===== src/rtl/core/acpd_pkg.sv =====
// Shared package of the phase-cut dimmer: request/response structs, opcodes,
// fixed-point constants and the Taylor divisor tables.
// No dependencies.
package acpd_pkg;

   // fixed by the field widths of the request and response
   localparam int HALF_PERIOD_TICKS   = 1000;
   localparam int POWER_FRACTION_BITS = 16;

   localparam int OP_W    = 3;
   localparam int VALUE_W = 17;
   localparam int DUTY_W  = 10;
   localparam int CNT_W   = 10;
   localparam int CMP_W   = 11;
   localparam int POWER_W = 17;

   localparam logic [OP_W-1:0] OP_TICK      = 3'd0;
   localparam logic [OP_W-1:0] OP_SET_DUTY  = 3'd1;
   localparam logic [OP_W-1:0] OP_SET_POWER = 3'd2;
   localparam logic [OP_W-1:0] OP_START     = 3'd3;
   localparam logic [OP_W-1:0] OP_STOP      = 3'd4;

   // search bounds 0..H, and angle numerators up to 2H-1
   localparam int SRCH_W = $clog2(HALF_PERIOD_TICKS + 1);
   localparam int NUM_W  = SRCH_W + 1;

   // angle = pi * num / (4H) in Q30, split as Q*num + (R*num)/(4H)
   localparam logic [63:0] PI_Q30      = 64'd3373259426;
   localparam logic [63:0] HALF_PI_Q30 = PI_Q30 / 64'd2;
   localparam logic [63:0] ONE_Q30     = 64'd1 << 30;
   localparam logic [63:0] ANG_DEN     = 64'(4 * HALF_PERIOD_TICKS);
   localparam logic [63:0] THETA_Q     = PI_Q30 / ANG_DEN;
   localparam logic [63:0] THETA_R     = PI_Q30 % ANG_DEN;
   localparam int          RX_W        = $clog2(4 * HALF_PERIOD_TICKS) + NUM_W;
   localparam int          THETA_SHIFT = 40;
   localparam logic [63:0] THETA_RECIP = (64'd1 << THETA_SHIFT) / ANG_DEN;

   localparam int THETA_W = 31;
   localparam int TERM_W  = 32;
   localparam int SUM_W   = 34;
   localparam int SQ_W    = 61;
   localparam int MUL_W   = 32;

   // Taylor term divisors (2n)(2n+1) and their Q33 reciprocals; entry 0 unused
   localparam int DIV_SHIFT = 33;
   localparam logic [7:0] TAYLOR_DIV [8] = '{
      8'd1, 8'd6, 8'd20, 8'd42, 8'd72, 8'd110, 8'd156, 8'd210
   };
   localparam logic [31:0] TAYLOR_RECIP [8] = '{
      32'd0,
      32'((64'd1 << DIV_SHIFT) / 64'd6),
      32'((64'd1 << DIV_SHIFT) / 64'd20),
      32'((64'd1 << DIV_SHIFT) / 64'd42),
      32'((64'd1 << DIV_SHIFT) / 64'd72),
      32'((64'd1 << DIV_SHIFT) / 64'd110),
      32'((64'd1 << DIV_SHIFT) / 64'd156),
      32'((64'd1 << DIV_SHIFT) / 64'd210)
   };

   localparam int ROUND_SHIFT = 60 - POWER_FRACTION_BITS;
   localparam logic [POWER_W-1:0] POWER_ONE = POWER_W'(1 << POWER_FRACTION_BITS);

   typedef struct packed {
      logic [OP_W-1:0]    operation;
      logic [VALUE_W-1:0] value;
      logic               zero_cross;
   } req_type;

   typedef struct packed {
      logic               gate_out;
      logic [DUTY_W-1:0]  duty_now;
      logic [POWER_W-1:0] power_now;
      logic [CNT_W-1:0]   count_now;
   } rsp_type;

   typedef struct packed {
      logic             start;
      logic [NUM_W-1:0] num;
   } sine_ctl_type;

   typedef struct packed {
      logic            busy;
      logic            done;
      logic [SQ_W-1:0] sq;
   } sine_stat_type;

endpackage


===== src/rtl/core/acpd_mul_unit.sv =====
// Shared 32x32 unsigned multiplier with a registered product.
// Uses acpd_pkg for the operand width.
module acpd_mul_unit (
   input  logic                          clock,
   input  logic [acpd_pkg::MUL_W-1:0]    mul_a,
   input  logic [acpd_pkg::MUL_W-1:0]    mul_b,
   output logic [2*acpd_pkg::MUL_W-1:0]  prod
);

   logic [2*acpd_pkg::MUL_W-1:0] prod_ff;
   logic [2*acpd_pkg::MUL_W-1:0] prod_in;

   assign prod_in = (2*acpd_pkg::MUL_W)'(mul_a) * (2*acpd_pkg::MUL_W)'(mul_b);

   always_ff @(posedge clock) begin
      prod_ff <= prod_in;
   end

   assign prod = prod_ff;

endmodule


===== src/rtl/core/acpd_sine_seq.sv =====
// Sequencer for sin^2(pi*num/(4H)) in Q60: Taylor series to the 15th power,
// all products and constant divisions on one shared multiplier.
// Uses acpd_pkg and acpd_mul_unit.
module acpd_sine_seq (
   input  logic                    clock,
   input  logic                    reset,
   input  acpd_pkg::sine_ctl_type  ctl,
   output acpd_pkg::sine_stat_type stat
);

   typedef enum logic [12:0] {
      SS_IDLE = 13'b0000000000001,
      SS_RX   = 13'b0000000000010,
      SS_QX   = 13'b0000000000100,
      SS_CX   = 13'b0000000001000,
      SS_TH   = 13'b0000000010000,
      SS_TS   = 13'b0000000100000,
      SS_M1   = 13'b0000001000000,
      SS_M2   = 13'b0000010000000,
      SS_D1   = 13'b0000100000000,
      SS_D2   = 13'b0001000000000,
      SS_D3   = 13'b0010000000000,
      SS_SQ   = 13'b0100000000000,
      SS_FIN  = 13'b1000000000000
   } sine_state_type;

   sine_state_type state_ff, state_in;

   logic [acpd_pkg::NUM_W-1:0]        num_ff, num_in;
   logic [acpd_pkg::RX_W-1:0]         rx_ff, rx_in;
   logic [31:0]                       qx_ff, qx_in;
   logic [acpd_pkg::THETA_W-1:0]      theta_ff, theta_in;
   logic [acpd_pkg::TERM_W-1:0]       term_ff, term_in;
   logic signed [acpd_pkg::SUM_W-1:0] sum_ff, sum_in;
   logic [2:0]                        n_ff, n_in;

   logic [acpd_pkg::MUL_W-1:0]   mul_a, mul_b;
   logic [2*acpd_pkg::MUL_W-1:0] prod;

   logic [acpd_pkg::RX_W-1:0]    rem_t;
   logic [32:0]                  th_sum;
   logic [acpd_pkg::THETA_W-1:0] theta_c;
   logic [31:0]                  rem_d;
   logic [31:0]                  q_d;
   logic [acpd_pkg::THETA_W-1:0] s_clamp;

   acpd_mul_unit u_mul (
      .clock (clock),
      .mul_a (mul_a),
      .mul_b (mul_b),
      .prod  (prod)
   );

   // sine value clamped to [0, 1.0] before squaring
   always_comb begin
      if (sum_ff[acpd_pkg::SUM_W-1]) begin
         s_clamp = '0;
      end else if (sum_ff[acpd_pkg::SUM_W-2:0] > (acpd_pkg::SUM_W-1)'(acpd_pkg::ONE_Q30)) begin
         s_clamp = acpd_pkg::THETA_W'(acpd_pkg::ONE_Q30);
      end else begin
         s_clamp = sum_ff[acpd_pkg::THETA_W-1:0];
      end
   end

   assign rem_t   = rx_ff - prod[acpd_pkg::RX_W-1:0];
   assign th_sum  = {1'b0, prod[31:0]} + {1'b0, qx_ff};
   assign theta_c = (th_sum > 33'(acpd_pkg::HALF_PI_Q30)) ?
                    acpd_pkg::THETA_W'(acpd_pkg::HALF_PI_Q30) : th_sum[acpd_pkg::THETA_W-1:0];
   assign rem_d   = term_ff - prod[31:0];
   assign q_d     = qx_ff + 32'(rem_d >= 32'(acpd_pkg::TAYLOR_DIV[n_ff]));

   always_comb begin
      state_in = state_ff;
      num_in   = num_ff;
      rx_in    = rx_ff;
      qx_in    = qx_ff;
      theta_in = theta_ff;
      term_in  = term_ff;
      sum_in   = sum_ff;
      n_in     = n_ff;
      mul_a    = '0;
      mul_b    = '0;
      unique case (state_ff)
         SS_IDLE: begin
            if (ctl.start) begin
               num_in   = ctl.num;
               state_in = SS_RX;
            end
         end
         SS_RX: begin
            mul_a    = acpd_pkg::MUL_W'(acpd_pkg::THETA_R);
            mul_b    = acpd_pkg::MUL_W'(num_ff);
            state_in = SS_QX;
         end
         SS_QX: begin
            rx_in    = prod[acpd_pkg::RX_W-1:0];
            mul_a    = acpd_pkg::MUL_W'(prod[acpd_pkg::RX_W-1:0]);
            mul_b    = acpd_pkg::MUL_W'(acpd_pkg::THETA_RECIP);
            state_in = SS_CX;
         end
         SS_CX: begin
            // quotient estimate, low by at most one
            qx_in    = 32'(prod[acpd_pkg::THETA_SHIFT +: acpd_pkg::NUM_W]);
            mul_a    = 32'(prod[acpd_pkg::THETA_SHIFT +: acpd_pkg::NUM_W]);
            mul_b    = acpd_pkg::MUL_W'(acpd_pkg::ANG_DEN);
            state_in = SS_TH;
         end
         SS_TH: begin
            qx_in    = qx_ff + 32'(rem_t >= acpd_pkg::RX_W'(acpd_pkg::ANG_DEN));
            mul_a    = acpd_pkg::MUL_W'(acpd_pkg::THETA_Q);
            mul_b    = acpd_pkg::MUL_W'(num_ff);
            state_in = SS_TS;
         end
         SS_TS: begin
            theta_in = theta_c;
            term_in  = acpd_pkg::TERM_W'(theta_c);
            sum_in   = $signed(acpd_pkg::SUM_W'(theta_c));
            n_in     = 3'd1;
            state_in = SS_M1;
         end
         SS_M1: begin
            mul_a    = term_ff;
            mul_b    = acpd_pkg::MUL_W'(theta_ff);
            state_in = SS_M2;
         end
         SS_M2: begin
            mul_a    = prod[61:30];
            mul_b    = acpd_pkg::MUL_W'(theta_ff);
            state_in = SS_D1;
         end
         SS_D1: begin
            term_in  = prod[61:30];
            mul_a    = prod[61:30];
            mul_b    = acpd_pkg::TAYLOR_RECIP[n_ff];
            state_in = SS_D2;
         end
         SS_D2: begin
            qx_in    = 32'(prod[63:acpd_pkg::DIV_SHIFT]);
            mul_a    = 32'(prod[63:acpd_pkg::DIV_SHIFT]);
            mul_b    = 32'(acpd_pkg::TAYLOR_DIV[n_ff]);
            state_in = SS_D3;
         end
         SS_D3: begin
            term_in = q_d;
            if (n_ff[0]) begin
               sum_in = sum_ff - $signed({2'b00, q_d});
            end else begin
               sum_in = sum_ff + $signed({2'b00, q_d});
            end
            if (n_ff == 3'd7) begin
               state_in = SS_SQ;
            end else begin
               n_in     = n_ff + 3'd1;
               state_in = SS_M1;
            end
         end
         SS_SQ: begin
            mul_a    = acpd_pkg::MUL_W'(s_clamp);
            mul_b    = acpd_pkg::MUL_W'(s_clamp);
            state_in = SS_FIN;
         end
         SS_FIN: begin
            state_in = SS_IDLE;
         end
         default: begin
            state_in = SS_IDLE;
         end
      endcase
   end

   always_ff @(posedge clock) begin
      if (reset) begin
         state_ff <= SS_IDLE;
      end else begin
         state_ff <= state_in;
      end
      num_ff   <= num_in;
      rx_ff    <= rx_in;
      qx_ff    <= qx_in;
      theta_ff <= theta_in;
      term_ff  <= term_in;
      sum_ff   <= sum_in;
      n_ff     <= n_in;
   end

   assign stat.busy = (state_ff != SS_IDLE);
   assign stat.done = (state_ff == SS_FIN);
   assign stat.sq   = prod[acpd_pkg::SQ_W-1:0];

endmodule


===== src/rtl/core/ac_phase_cut_dimmer_unit.sv =====
// Top level of the phase-cut dimmer: request decode, duty search, phase counter
// and response register. Uses acpd_pkg and acpd_sine_seq.
//
// Requests (req_valid/req_ready, req_payload) carry an operation: tick, set
// duty, set power, start or stop output. Every request gives one response
// (rsp_valid/rsp_ready, rsp_payload) with the gate level, stored duty, its
// power in Q1.16 and the phase count after the request.
// A request is taken only while the control sequencer is idle. Tick, start
// and stop go straight to the finish state, which loads the response into
// the output register as soon as that register is free.
// Set duty recomputes the power figure on the shared sine sequencer; set
// power first runs a binary search over the sine curve, about ten probes,
// then the power figure, each sine evaluation on one shared 32x32 multiplier.
// The next request is accepted while a response still waits; once that one is
// done, the block holds it until the output register is free.
// Synchronous reset: counter 0, duty 0, gate low, output released, compare
// at full half period, no response pending.
module ac_phase_cut_dimmer_unit (
   input  logic              clock,
   input  logic              reset,
   input  logic              req_valid,
   output logic              req_ready,
   input  acpd_pkg::req_type req_payload,
   output logic              rsp_valid,
   input  logic              rsp_ready,
   output acpd_pkg::rsp_type rsp_payload
);

   typedef enum logic [5:0] {
      ST_IDLE      = 6'b000001,
      ST_SRCH      = 6'b000010,
      ST_SRCH_WAIT = 6'b000100,
      ST_PWR       = 6'b001000,
      ST_PWR_WAIT  = 6'b010000,
      ST_FINISH    = 6'b100000
   } ctl_state_type;

   localparam logic [acpd_pkg::CMP_W-1:0]  H_CMP  = acpd_pkg::CMP_W'(acpd_pkg::HALF_PERIOD_TICKS);
   localparam logic [acpd_pkg::DUTY_W-1:0] H_DUTY = acpd_pkg::DUTY_W'(acpd_pkg::HALF_PERIOD_TICKS);
   localparam logic [acpd_pkg::SRCH_W-1:0] H_SRCH = acpd_pkg::SRCH_W'(acpd_pkg::HALF_PERIOD_TICKS);

   ctl_state_type state_ff, state_in;

   logic [acpd_pkg::CNT_W-1:0]   cnt_ff, cnt_in;
   logic [acpd_pkg::CMP_W-1:0]   active_ff, active_in;
   logic [acpd_pkg::CMP_W-1:0]   shadow_ff, shadow_in;
   logic [acpd_pkg::DUTY_W-1:0]  duty_ff, duty_in;
   logic                         gate_ff, gate_in;
   logic                         force_ff, force_in;
   logic [acpd_pkg::POWER_W-1:0] power_ff, power_in;
   logic [acpd_pkg::SRCH_W-1:0]  lo_ff, lo_in;
   logic [acpd_pkg::SRCH_W-1:0]  hi_ff, hi_in;
   logic [acpd_pkg::SRCH_W-1:0]  mid_ff, mid_in;
   logic [acpd_pkg::POWER_FRACTION_BITS-1:0] target_ff, target_in;
   logic                         rsp_valid_ff, rsp_valid_in;
   acpd_pkg::rsp_type            rsp_data_ff, rsp_data_in;

   acpd_pkg::sine_ctl_type  sine_ctl;
   acpd_pkg::sine_stat_type sine_stat;

   logic                         accept;
   logic                         rsp_load;
   logic [acpd_pkg::CMP_W-1:0]   cnt_plus;
   logic [acpd_pkg::CNT_W-1:0]   cnt_next;
   logic [acpd_pkg::DUTY_W-1:0]  duty_clamp;
   logic [acpd_pkg::SRCH_W:0]    mid_sum;
   logic [acpd_pkg::SRCH_W-1:0]  mid_c;
   logic [acpd_pkg::SQ_W-1:0]    target_q60;
   logic [acpd_pkg::SQ_W:0]      round_sum;
   logic [acpd_pkg::SQ_W-acpd_pkg::ROUND_SHIFT:0] power_r;

   acpd_sine_seq u_sine (
      .clock (clock),
      .reset (reset),
      .ctl   (sine_ctl),
      .stat  (sine_stat)
   );

   assign req_ready = (state_ff == ST_IDLE);
   assign accept    = req_valid & req_ready;
   assign rsp_load  = (state_ff == ST_FINISH) & (~rsp_valid_ff | rsp_ready);

   assign cnt_plus   = acpd_pkg::CMP_W'(cnt_ff) + acpd_pkg::CMP_W'(1);
   assign cnt_next   = (req_payload.zero_cross || cnt_plus >= H_CMP) ?
                       '0 : cnt_plus[acpd_pkg::CNT_W-1:0];
   assign duty_clamp = (req_payload.value > acpd_pkg::VALUE_W'(acpd_pkg::HALF_PERIOD_TICKS)) ?
                       H_DUTY : req_payload.value[acpd_pkg::DUTY_W-1:0];

   assign mid_sum    = {1'b0, lo_ff} + {1'b0, hi_ff} + (acpd_pkg::SRCH_W+1)'(1);
   assign mid_c      = mid_sum[acpd_pkg::SRCH_W:1];
   assign target_q60 = acpd_pkg::SQ_W'({target_ff, {acpd_pkg::ROUND_SHIFT{1'b0}}});

   // round half up to Q1.16
   assign round_sum = {1'b0, sine_stat.sq} +
                      (acpd_pkg::SQ_W+1)'(64'd1 << (acpd_pkg::ROUND_SHIFT - 1));
   assign power_r   = round_sum[acpd_pkg::SQ_W:acpd_pkg::ROUND_SHIFT];

   always_comb begin
      state_in  = state_ff;
      cnt_in    = cnt_ff;
      active_in = active_ff;
      shadow_in = shadow_ff;
      duty_in   = duty_ff;
      gate_in   = gate_ff;
      force_in  = force_ff;
      power_in  = power_ff;
      lo_in     = lo_ff;
      hi_in     = hi_ff;
      mid_in    = mid_ff;
      target_in = target_ff;
      sine_ctl.start = 1'b0;
      sine_ctl.num   = '0;
      unique case (state_ff)
         ST_IDLE: begin
            if (accept) begin
               unique case (req_payload.operation)
                  acpd_pkg::OP_TICK: begin
                     cnt_in = cnt_next;
                     if (cnt_next == '0) begin
                        // new half period: shadow compare takes effect
                        active_in = shadow_ff;
                        gate_in   = (shadow_ff == '0);
                     end else if (acpd_pkg::CMP_W'(cnt_next) == active_ff) begin
                        gate_in = 1'b1;
                     end
                     state_in = ST_FINISH;
                  end
                  acpd_pkg::OP_SET_DUTY: begin
                     duty_in   = duty_clamp;
                     shadow_in = H_CMP - acpd_pkg::CMP_W'(duty_clamp);
                     state_in  = ST_PWR;
                  end
                  acpd_pkg::OP_SET_POWER: begin
                     if (req_payload.value == '0) begin
                        duty_in   = '0;
                        shadow_in = H_CMP;
                        state_in  = ST_PWR;
                     end else if (req_payload.value >= acpd_pkg::VALUE_W'(acpd_pkg::POWER_ONE)) begin
                        duty_in   = H_DUTY;
                        shadow_in = '0;
                        state_in  = ST_PWR;
                     end else begin
                        lo_in     = '0;
                        hi_in     = H_SRCH;
                        target_in = req_payload.value[acpd_pkg::POWER_FRACTION_BITS-1:0];
                        state_in  = ST_SRCH;
                     end
                  end
                  acpd_pkg::OP_START: begin
                     force_in = 1'b0;
                     state_in = ST_FINISH;
                  end
                  acpd_pkg::OP_STOP: begin
                     force_in = 1'b1;
                     state_in = ST_FINISH;
                  end
                  default: begin
                     state_in = ST_FINISH;
                  end
               endcase
            end
         end
         ST_SRCH: begin
            if (lo_ff < hi_ff) begin
               mid_in         = mid_c;
               sine_ctl.start = 1'b1;
               sine_ctl.num   = acpd_pkg::NUM_W'({mid_c, 1'b0} - (acpd_pkg::SRCH_W+1)'(1));
               state_in       = ST_SRCH_WAIT;
            end else begin
               duty_in   = acpd_pkg::DUTY_W'(lo_ff);
               shadow_in = H_CMP - acpd_pkg::CMP_W'(lo_ff);
               state_in  = ST_PWR;
            end
         end
         ST_SRCH_WAIT: begin
            if (sine_stat.done) begin
               if (sine_stat.sq <= target_q60) begin
                  lo_in = mid_ff;
               end else begin
                  hi_in = mid_ff - acpd_pkg::SRCH_W'(1);
               end
               state_in = ST_SRCH;
            end
         end
         ST_PWR: begin
            if (duty_ff == '0) begin
               power_in = '0;
               state_in = ST_FINISH;
            end else if (duty_ff >= H_DUTY) begin
               power_in = acpd_pkg::POWER_ONE;
               state_in = ST_FINISH;
            end else begin
               sine_ctl.start = 1'b1;
               sine_ctl.num   = acpd_pkg::NUM_W'({duty_ff, 1'b0});
               state_in       = ST_PWR_WAIT;
            end
         end
         ST_PWR_WAIT: begin
            if (sine_stat.done) begin
               if (power_r > (acpd_pkg::SQ_W-acpd_pkg::ROUND_SHIFT+1)'(acpd_pkg::POWER_ONE)) begin
                  power_in = acpd_pkg::POWER_ONE;
               end else begin
                  power_in = power_r[acpd_pkg::POWER_W-1:0];
               end
               state_in = ST_FINISH;
            end
         end
         ST_FINISH: begin
            if (rsp_load) begin
               state_in = ST_IDLE;
            end
         end
         default: begin
            state_in = ST_IDLE;
         end
      endcase
   end

   always_comb begin
      rsp_data_in           = rsp_data_ff;
      rsp_valid_in          = rsp_valid_ff & ~rsp_ready;
      if (rsp_load) begin
         rsp_valid_in          = 1'b1;
         rsp_data_in.gate_out  = gate_ff & ~force_ff;
         rsp_data_in.duty_now  = duty_ff;
         rsp_data_in.power_now = power_ff;
         rsp_data_in.count_now = cnt_ff;
      end
   end

   always_ff @(posedge clock) begin
      if (reset) begin
         state_ff     <= ST_IDLE;
         cnt_ff       <= '0;
         active_ff    <= H_CMP;
         shadow_ff    <= H_CMP;
         duty_ff      <= '0;
         gate_ff      <= 1'b0;
         force_ff     <= 1'b0;
         power_ff     <= '0;
         rsp_valid_ff <= 1'b0;
      end else begin
         state_ff     <= state_in;
         cnt_ff       <= cnt_in;
         active_ff    <= active_in;
         shadow_ff    <= shadow_in;
         duty_ff      <= duty_in;
         gate_ff      <= gate_in;
         force_ff     <= force_in;
         power_ff     <= power_in;
         rsp_valid_ff <= rsp_valid_in;
      end
      lo_ff       <= lo_in;
      hi_ff       <= hi_in;
      mid_ff      <= mid_in;
      target_ff   <= target_in;
      rsp_data_ff <= rsp_data_in;
   end

   assign rsp_valid   = rsp_valid_ff;
   assign rsp_payload = rsp_data_ff;

`ifndef SYNTHESIS
   a_idle_sine_free: assert property (@(posedge clock) disable iff (reset)
      (state_ff == ST_IDLE) |-> !sine_stat.busy)
      else $error("sine sequencer busy while control is idle");

   a_done_expected: assert property (@(posedge clock) disable iff (reset)
      sine_stat.done |-> (state_ff == ST_SRCH_WAIT || state_ff == ST_PWR_WAIT))
      else $error("sine result with no one waiting for it");

   a_shadow_tracks_duty: assert property (@(posedge clock) disable iff (reset)
      (acpd_pkg::CMP_W'(duty_ff) + shadow_ff) == H_CMP)
      else $error("shadow compare out of step with duty");

   a_rsp_from_finish: assert property (@(posedge clock) disable iff (reset)
      $rose(rsp_valid_ff) |-> $past(state_ff == ST_FINISH))
      else $error("response loaded outside finish state");

   a_search_bounds: assert property (@(posedge clock) disable iff (reset)
      (state_ff == ST_SRCH_WAIT) |-> (mid_ff > lo_ff && mid_ff <= hi_ff))
      else $error("search probe outside bounds");
`endif

endmodule

===== config.mk =====
export PLATFORM = sky130hd
export DESIGN_NAME = ac_phase_cut_dimmer_unit
export DESIGN_NICKNAME = d
export VERILOG_FILES = /design/src/rtl/core/acpd_pkg.sv /design/src/rtl/core/acpd_mul_unit.sv /design/src/rtl/core/acpd_sine_seq.sv /design/src/rtl/core/ac_phase_cut_dimmer_unit.sv
export SDC_FILE = /design/constraint.sdc
export NUM_CORES = 2
export LEC_CHECK = 0
export ABC_AREA = 1
export BUFFER_PORTS_ARGS = -buffer_cell sky130_fd_sc_hd__buf_2
export CAP_MARGIN = 20
export CORE_MARGIN = 5
export CORE_UTILIZATION = 29
export DETAILED_ROUTE_END_ITERATION = 10
export HOLD_SLACK_MARGIN = 0.1
export PLACE_DENSITY = 0.52
export SLEW_MARGIN = 20
export SYNTH_ARGS = -nofsm -noshare
export SYNTH_HDL_FRONTEND = slang
export SYNTH_SLANG_ARGS = --single-unit

===== constraint.sdc =====
create_clock -name clock -period 10.2 [get_ports clock]
set_input_delay 2.04 -clock clock [delete_from_list [all_inputs] [get_ports clock]]
set_output_delay 2.04 -clock clock [all_outputs]
set_load 0.05 [all_outputs]

==> impl_results.md <==
* R2R cell count at 33
* Count of hold-fix buffers inserted at cts at 0
* Sequential element share of the synthesized area at 16.4%
* Final setup viols at 0
* Deepest clock path buffer count at 3
* Largest family of logic cells by synthesized area: adder cells
* Fin cells at 11400
* Final WL at 262000 um
* Register cell area after layout at 10400 sq um
* Post-synthesis compound-gate area fraction at 8.00%
* Clk_lat worst skew at 0.66 ns
* Final worst-path cycle share at 97.5%
* I/O pin total at 65
* Multi-input gate area at 44100 sq um
* Adder-Cell Fraction of Synth Area at 36.7%
* Synth Area in Simple Gates at 21.9%
* Post-layout util at 32.3%
* Slew Viols, Final at 0
* Gpl congestion at 1.05
* Worst path depth at 33
* Mux cell area share after synthesis at 0%
* Fmax at 101 MHz
* CP endpoint kind: flip-flop
* Row count at 171
* Nets@finish at 9910
* Via count at 57100
* R2R Path End: u_sine.u_mul.prod[58]
* Yosys reg bits at 394
* Max Cap Viol at 0
* CP arrival at 10.46 ns
* Largest net degree at the start of global routing at 44
* Drc violations at 0
* Syn Nets at 9811
* Avg Cell Area, Syn at 7.51 sq um
* Cell family with most CP delay: adder cells
* Hold Path Origin: power_ff[11]
* WHS Endpoint: rsp_payload[21]
* RSZ-0062 raised after global routing: no
* M1 WL at 111000 um
* Port Buffers at 64
* Starting Density at 29.2%
* CTS tree: yes
* EDFF count, synth at 250
* Post-synthesis xor/xnor area fraction at 2.68%
* Core area at 217000 sq um
* Status: completed
* Die Ht at 478 um
* CP max FO at 19
* Slowest CP cell: fa_1
* First-pass GRT wire length at 387000 um
* Hold/Removal Path Class: flip-flop to flip-flop
* Setup tns final at 0 ns
* WS Path Type: flip-flop to flip-flop
* Synthesized area at 63400 sq um
* Total die area at 228000 sq um
* Share of post-route cells with drive strength above 1 at 5.87%
* Reg2reg start: u_sine.state_ff[8]
* Largest stage delay, worst path at 0.55 ns
* Area after DPL at 68200 sq um
* Clock tree sinks at 394
* Vias per std cell at 4.99
* Gr ovfl total at 0
* Hold path depth at 0
* Worst-case register-to-register setup slack at 0.25 ns
* Final Critical Period at 9.95 ns
* Total iterations of the first detailed-routing run at 8
* Pre-CTS setup slack at 0.342 ns
* Critical path's most frequent cell: fa_1
* Routed len/inst at 22.9 um
* Worst Tran Pin Value at 1.08 ns
* Htree depth at 2
* Power after layout at 4.36 mW
* Max-slew headroom at 28.2%
* Routed length on met2 at 116000 um
* Most common cell after layout, fill and taps aside: inv_1
* Fillers at 23500
* Layout area overhead at 10.5%
* Top Metal Used: met5
* Pwr/cell area at 62.2 nW/um^2
* Hold_ws at 0.422 ns
* Netlist cell types at 66
* Routed Antenna Nets at 0
* Element type at the critical path start: flip-flop
* P_leak at 36.9 nW
* WP data required at 10.71 ns
* Vias in the first global route at 58000
* Fin. Hold Viols at 0
* Ys Warns at 0
* Cell area after layout at 70100 sq um
* Initial DRC Count at 5434
* Total track usage at 22.6%
* Clock Tree Root: clkbuf_16
* Clock buffer count from CTS at 50
* Die Span X at 478 um
* Post-synth ARST share at 0%
* Placed cell count at 11300
* Max VDD drop at 0.167 mV
* Synth Instances at 8447
* Most frequent cells in the layout: 2066 x inv_1, 2008 x nand2_1, 871 x fa_1, 654 x nor2_1, 468 x ha_1
* Final WS setup at 0.250 ns
* Skew final at 0.0235 ns
* Met3 WL at 20000 um
* Clock transition at the registers of the reported paths at 0.07 ns
* Antenna violations before repair at 8
* Post-DP HPWL at 218000 um
* Main synth FF type: edfxtp_1
* Worst path buffer plus inverter count at 8
power breakdown:
group	internal (mW)	total [mW]	switching [mW]
Combinational	0.108	0.428	0.320
Sequential	1.77	1.86	0.0872
Clock	1.23	2.08	0.844
registers in the layout, summed over array words and instances, names as in the netlist, 6 cells and up:
signal / cells
active_ff: 11
cnt_ff: 10
duty_ff: 9
hi_ff: 10
lo_ff: 10
mid_ff: 10
power_ff: 17
rsp_payload: 38
shadow_ff: 11
state_ff: 6
target_ff: 16
u_sine.num_ff: 11
u_sine.qx_ff: 32
u_sine.rx_ff: 23
u_sine.state_ff: 13
u_sine.sum_ff: 34
u_sine.term_ff: 32
u_sine.theta_ff: 31
u_sine.u_mul.prod: 64
synth_stat cells, types with 8 or more instances:
cell type  instances  area share, %
a211oi_1          22           0.26
a21boi_0          10           0.12
a21o_1            21           0.25
a21oi_1          356            2.8
a221oi_1          23           0.32
a22oi_1           18           0.21
a31oi_1           26           0.26
buf_1              8          0.047
buf_2            153            1.2
clkbuf_1          69           0.41
dfxtp_1          144            4.5
edfxtp_1         250             12
fa_1             871             27
ha_1             468            9.2
inv_1           2067             12
inv_2             16          0.095
nand2_1         2010             12
nand2_2           14           0.14
nand3_1          280            2.2
nand3_2           10           0.16
nand3b_1          24           0.28
nand4_1          136            1.3
nand4_4           14           0.47
nor2_1           657            3.9
nor2_2            17           0.17
nor3_1            69           0.54
nor4_1            32           0.32
o211ai_1          14           0.17
o21a_1            19           0.22
o21ai_0          268            2.1
o21bai_1          21           0.25
o221ai_1          29           0.40
o22ai_1           27           0.27
or2_2             15           0.15
xnor2_1           57           0.79
xor2_1           137            1.9
logic make-up (layout without fill, tap and decap cells):
logic type / Yosys count / in the layout
compound gates: 881 / 881
xor+xnor: 194 / 194
fa+ha+maj: 1339 / 1339
buf+inv: 2337 / 2478
flops: 394 / 394
other cells: 0 / 5
simple gates: 3302 / 3302
routing by layer:
metal,GRT usage (%),vias to the layer above
li1,-,26000
met2,36.0,2469
met3,3.44,528
met1,30.3,28100
met5,0,-
met4,10.0,8
what timing repair did:
| action | in CTS | in global routing |
|---|---|---|
| endpoints found under the setup margin | 0 | 17 |
| resized for setup | 0 | 6 |
| buffers inserted | 0 | 0 |
how the worst max path moves through the flow:
stage                  startpoint                     to  slack [ns]
3_3_place_gp     u_sine.sum_ff[5]  u_sine.u_mul.prod[62]        0.24
5_1_grt        u_sine.state_ff[8]  u_sine.u_mul.prod[58]        0.01
4_1_cts          u_sine.sum_ff[5]  u_sine.u_mul.prod[52]        0.27
3_5_place_dp     u_sine.sum_ff[5]  u_sine.u_mul.prod[52]        0.34
6_report       u_sine.state_ff[8]  u_sine.u_mul.prod[58]        0.25
2_1_floorplan      u_sine.n_ff[0]  u_sine.u_mul.prod[52]        1.96
area by class of cell:
cell class / instances / area share (%)
Multi-Input combinational cell: 5716 / 62.8
Sequential cell: 394 / 14.8
Inverter: 2090 / 11.2
Tap cell: 2854 / 5.09
Timing Repair Buffer: 294 / 3.37
Clock buffer: 56 / 1.83
Clock inverter: 38 / 0.853
Antenna cell: 5 / 0.0178
No activity file was read; power rests on OpenSTA's default activity.
